File: src/design/tcw_pkg.sv
// ----------------------------------------------------------------------------
// tcw_pkg: shared definitions for the text console writer
// Grid geometry, control codes, packing widths and the command/status
// structs passed between the controller and the datapath.
// ----------------------------------------------------------------------------
package tcw_pkg;

    // grid geometry
    localparam int COLUMNS = 70;
    localparam int LINES   = 20;
    localparam int CELLS   = COLUMNS * LINES;
    localparam int TAB_W   = 8;

    localparam int COL_W  = $clog2(COLUMNS + 1);   // cursor column, COLUMNS = wrap pending
    localparam int ROW_W  = $clog2(LINES);
    localparam int ADDR_W = $clog2(CELLS);

    // fixed field widths
    localparam int CHAR_W  = 8;
    localparam int RCOL_W  = 7;
    localparam int RROW_W  = 5;
    localparam int IN_W    = 24;
    localparam int OUT_W   = 32;
    localparam int CFG_IDX_W = 2;
    localparam int CFG_DAT_W = 4;

    // control characters
    localparam logic [CHAR_W-1:0] CH_BS  = 8'd8;
    localparam logic [CHAR_W-1:0] CH_TAB = 8'd9;
    localparam logic [CHAR_W-1:0] CH_NL  = 8'd10;
    localparam logic [CHAR_W-1:0] CH_CR  = 8'd13;
    localparam logic [CHAR_W-1:0] BLANK_CHAR = 8'h20;
    localparam logic [7:0]        RESET_ATTR = 8'h0F;

    // configuration register indexes
    localparam logic [CFG_IDX_W-1:0] CFG_FG = 2'd0;
    localparam logic [CFG_IDX_W-1:0] CFG_BG = 2'd1;

    // item modes
    localparam logic MODE_PUT  = 1'b0;
    localparam logic MODE_READ = 1'b1;

    typedef struct packed {
        logic load_item;   // capture input word
        logic clear_wr;    // reset sweep write
        logic fill_wr;     // scroll fill write
        logic wr_en;       // item cell write
        logic rd_en;       // cell read
        logic cnt_inc;
        logic cnt_clr;
        logic top_adv;     // advance ring top row
        logic commit;      // update cursor and scroll flag
        logic out_load;    // load result register
    } t_dp_cmd;

    typedef struct packed {
        logic mode_read;
        logic need_scroll;
        logic has_write;
        logic clear_last;
        logic fill_last;
        logic out_free;
    } t_dp_stat;

endpackage

File: src/design/tcw_ctrl.sv
// ----------------------------------------------------------------------------
// tcw_ctrl: sequencing controller
// Runs the memory clear after reset, then steps each item through
// execute, optional scroll fill, optional cell write and result hand-off.
// ----------------------------------------------------------------------------
module tcw_ctrl (
    input  logic                i_clk,
    input  logic                i_rst_n,
    input  logic                i_in_valid,
    output logic                o_in_ready,
    input  tcw_pkg::t_dp_stat   i_stat,
    output tcw_pkg::t_dp_cmd    o_cmd
);
    import tcw_pkg::*;

    typedef enum logic [2:0] {
        ST_CLEAR,
        ST_IDLE,
        ST_EXEC,
        ST_FILL,
        ST_WRITE,
        ST_DONE
    } t_state;

    t_state r_state;
    t_state n_state;

    // next state and datapath commands
    always_comb begin
        n_state = r_state;
        o_cmd   = '0;
        unique case (r_state)
            ST_CLEAR: begin
                o_cmd.clear_wr = 1'b1;
                o_cmd.cnt_inc  = 1'b1;
                if (i_stat.clear_last) begin
                    o_cmd.cnt_clr = 1'b1;
                    n_state       = ST_IDLE;
                end
            end
            ST_IDLE: begin
                if (i_in_valid) begin
                    o_cmd.load_item = 1'b1;
                    n_state         = ST_EXEC;
                end
            end
            ST_EXEC: begin
                if (i_stat.mode_read) begin
                    o_cmd.rd_en = 1'b1;
                    n_state     = ST_DONE;
                end else if (i_stat.need_scroll) begin
                    n_state = ST_FILL;
                end else begin
                    o_cmd.wr_en  = i_stat.has_write;
                    o_cmd.commit = 1'b1;
                    n_state      = ST_DONE;
                end
            end
            ST_FILL: begin
                // blank the old top row, which becomes the new bottom row
                o_cmd.fill_wr = 1'b1;
                o_cmd.cnt_inc = 1'b1;
                if (i_stat.fill_last) begin
                    o_cmd.cnt_clr = 1'b1;
                    o_cmd.top_adv = 1'b1;
                    if (i_stat.has_write) begin
                        n_state = ST_WRITE;
                    end else begin
                        o_cmd.commit = 1'b1;
                        n_state      = ST_DONE;
                    end
                end
            end
            ST_WRITE: begin
                o_cmd.wr_en  = 1'b1;
                o_cmd.commit = 1'b1;
                n_state      = ST_DONE;
            end
            ST_DONE: begin
                if (i_stat.out_free) begin
                    o_cmd.out_load = 1'b1;
                    n_state        = ST_IDLE;
                end
            end
            default: begin
                n_state = ST_IDLE;
            end
        endcase
    end

    // state register
    always_ff @(posedge i_clk) begin
        if (!i_rst_n) begin
            r_state <= ST_CLEAR;
        end else begin
            r_state <= n_state;
        end
    end

    assign o_in_ready = (r_state == ST_IDLE);

endmodule

File: config.mk
export PLATFORM = sky130hd
export DESIGN_NAME = tcw_ctrl
export DESIGN_NICKNAME = d
export VERILOG_FILES = /design/src/design/tcw_pkg.sv /design/src/design/tcw_ctrl.sv
export SDC_FILE = /design/constraint.sdc
export NUM_CORES = 1
export LEC_CHECK = 0
export BUFFER_PORTS_ARGS = -buffer_cell sky130_fd_sc_hd__buf_2
export CAP_MARGIN = 30
export CORE_AREA = 2 2 39 41
export CTS_CLUSTER_DIAMETER = 80
export CTS_CLUSTER_SIZE = 16
export DETAILED_ROUTE_END_ITERATION = 12
export DIE_AREA = 0 0 41 43
export PLACE_DENSITY = 0.48
export SYNTH_ARGS = -nofsm -noshare
export SYNTH_HDL_FRONTEND = slang
export SYNTH_SLANG_ARGS = --single-unit
File: constraint.sdc
create_clock -name i_clk -period 2.8 [get_ports i_clk]
set_input_delay 0.84 -clock i_clk [delete_from_list [all_inputs] [get_ports i_clk]]
set_output_delay 0.84 -clock i_clk [all_outputs]
set_load 0.02 [all_outputs]
==> metrics <==
Place WS=0.467 ns; IO Port Bufs=19; first-pass GRT wire length=between 1 and 1.5 mm; Core Box Area=0.00138 mm²; final cell count without fillers=82; setup TNS=0 ns; Clock Path Buffers=2; largest net degree at the start of global routing=15; crit path max fanout=3; worst-margin pin slew=0.442 ns; CP required=1.96 ns; setup repair after global routing missed its margin=no; n_diodes=0; LEAKAGE=0.224 nW; Comb pwr share=about 34%; final setup margin=0.477 ns; Die Span Y=43 µm; Routed WL per cell=10.3 µm; sequential share of power=28.4%; maximum level of the CTS H-tree=1; # DRC=0; Net count, final=76; Max Slew Vio Count=0; WS Path Type=primary input to primary output; Most flops, register=r_state; crit path DAT=1.48 ns; CTS tree=yes; status=finished clean; post-CTS setup buffers=0; final hold vios=0; clock skew=0.00220 ns; CP bufs+invs=2; Crit path top cell by count=buf_2; reg2reg start=r_state[1]$_SDFFE_PN0P_; Critical Path Start Type=primary input; post-synthesis net count=55; TritonRoute pass-1 iters=4; Max Cap Viol=0; Vias/cell=4.72; initial antenna violation count=0; GRT Util Overall=11.5%; fmax=approximately 430 MHz; placed insts=78; Max stage delay on crit path=approximately 0.15 ns; FILL cells=164; Top Registers=r_state (3); worst skew pair latency=0.23 ns; Area Overhead vs Synth=40.7%; sequential fraction of the synthesis area=between 10% and 20%; Final Setup Violations=0; worst hold path startpoint=r_state[1]$_SDFFE_PN0P_; Min-Delay Path Class=register to register; via count=387; CP delay by family, top=buffers and inverters; Tcrit/Tclk final=83.0%; Peak VDD IR=around 0.15 mV; Post-Syn Area=304 µm²; DRT iter0 DRCs=8; Congestion Overflow GR=0; die area=0.00176 mm²; Rows=14; Synth Register Bits=3; Int Pwr=0.000127 W; critical path, cell by cell=buf_2 > nand3b_1 > o31ai_1 > a22o_1 > buf_2; clk sinks=3; hold_buf cts=0; Final min period=2.32 ns; Syn Inst Count=46; clock network power share=between 30% and 40%; final WL=846 µm; number of flip-flops in the largest register=3; Yosys cell types=24; share of cells above drive strength 1=33.3%; CTS resizes=0; Final ANT Viol Nets=0; initial core utilization=around 22%; fin area=428 µm²; CTS Buf Count=3; Final HPWL DP=640 µm; placed cell area=402 µm²; slowest stage cell, crit path=nand3b_1; routability cong.=~0.73; Syn Area/Cell=6.61 µm²; Reg clk slew, reported paths=approximately 0.040 ns; Ys Warns=0; power density over the cells=between 400 and 500 mW/mm²; switch share=36.8%; Die Wd=41 µm; I/O pins=20; CP Capture Type=primary output; root buffer cell=clkbuf_4; vias in the first global route=332; Slew HR=70.5%; Worst setup startpoint=i_stat[3]; Power, Total=0.000201 W; Psw=approximately 0.000074 W
[cells by family after synthesis]
family	count (synthesis)	share of synthesized area [%]
AOI/OAI and AO/OA	9	20.6
xor gates and xnor gates	1	2.88
DFF	3	19.8
buffers and inverters	4	7.00
and+or+nand+nor	29	49.8
[worst min-delay path, stage by stage, from the launching register on]
cell and delay [ns]:
dfxtp_1 0.43, nand4_1 0.13, nand3_1 0.06
[path summary, 6_finish.rpt]
path | to | slack (ns) | cells after the start
hold / removal | r_state[2]$_SDFFE_PN0P_ | 0.68 | 2
hold reg to reg | r_state[2]$_SDFFE_PN0P_ | 0.68 | 2
setup / recovery | o_cmd[1] | 0.48 | 5
setup reg to reg | r_state[1]$_SDFFE_PN0P_ | 1.56 | 3
[power by group through the flow]
stage,combinational [W],clock (W),sequential (W)
after floorplan,0.0000532,0,0.0000494
after global placement,0.0000690,0,0.0000585
after detailed placement,0.0000689,0,0.0000580
after CTS,0.0000692,0.0000790,0.0000574
after global routing,0.0000767,0.0000881,0.0000586
final,0.0000685,0.0000755,0.0000573
[layout by cell type, fill, tap and decap left out, drive strengths merged, types with 2 or more instances in the layout]
cell | Yosys | final
buf | 3 | 19
and3 | 2 | 2
clkbuf | 0 | 4
nand2b | 4 | 4
nor2 | 8 | 8
a31oi | 2 | 2
nand2 | 3 | 3
a21oi | 2 | 2
nor2b | 3 | 3
nand3 | 3 | 3
dfxtp | 3 | 3
[cells in the mapped netlist, drive strengths merged]
cell,number,area share (%)
a21oi,2,3.3
a22o,1,2.9
a31oi,2,4.1
and2,1,2.1
and2b,1,2.5
and3,2,4.1
buf,3,5.8
dfxtp,3,20
inv,1,1.2
nand2,3,3.7
nand2b,4,8.2
nand3,3,4.9
nand3b,1,2.5
nand4,1,2.1
nor2,8,9.9
nor2b,3,6.2
nor3,1,1.6
o2111ai,1,2.9
o211a,1,3.3
o21ai,1,1.6
o31ai,1,2.5
or3,1,2.1
xor2,1,2.9
[metal layers]
layer | vias up | share of wire [%] | track usage [%] | wire (µm)
met3 | 0 | 8.2 | 6.81 | 69
met2 | 17 | 43 | 15.0 | 364
met1 | 169 | 49 | 14.7 | 413
li1 | 201 | - | - | -
met5 | - | 0 | 0 | 0
met4 | 0 | 0 | 5.33 | 0
[final cells by class]
class | count | area (µm²) | area share, %
clock buffers | 4 | 26.3 | 6.14
inverters | 1 | 3.75 | 0.877
multi-input cells | 39 | 223 | 52.0
flip-flops and latches | 3 | 60.1 | 14.0
well taps | 16 | 20.0 | 4.68
repair buffers | 19 | 95.1 | 22.2
[through the flow]
step | hold slack, ns | utilization, %
3_3_place_gp | 0.680 | 29.0
6_report | 0.676 | 30.9
4_1_cts | 0.681 | 30.9
5_1_grt | 0.741 | 30.9
3_5_place_dp | 0.671 | 29.0
2_1_floorplan | 0.557 | -
No activity file was read; power rests on OpenSTA's default activity.
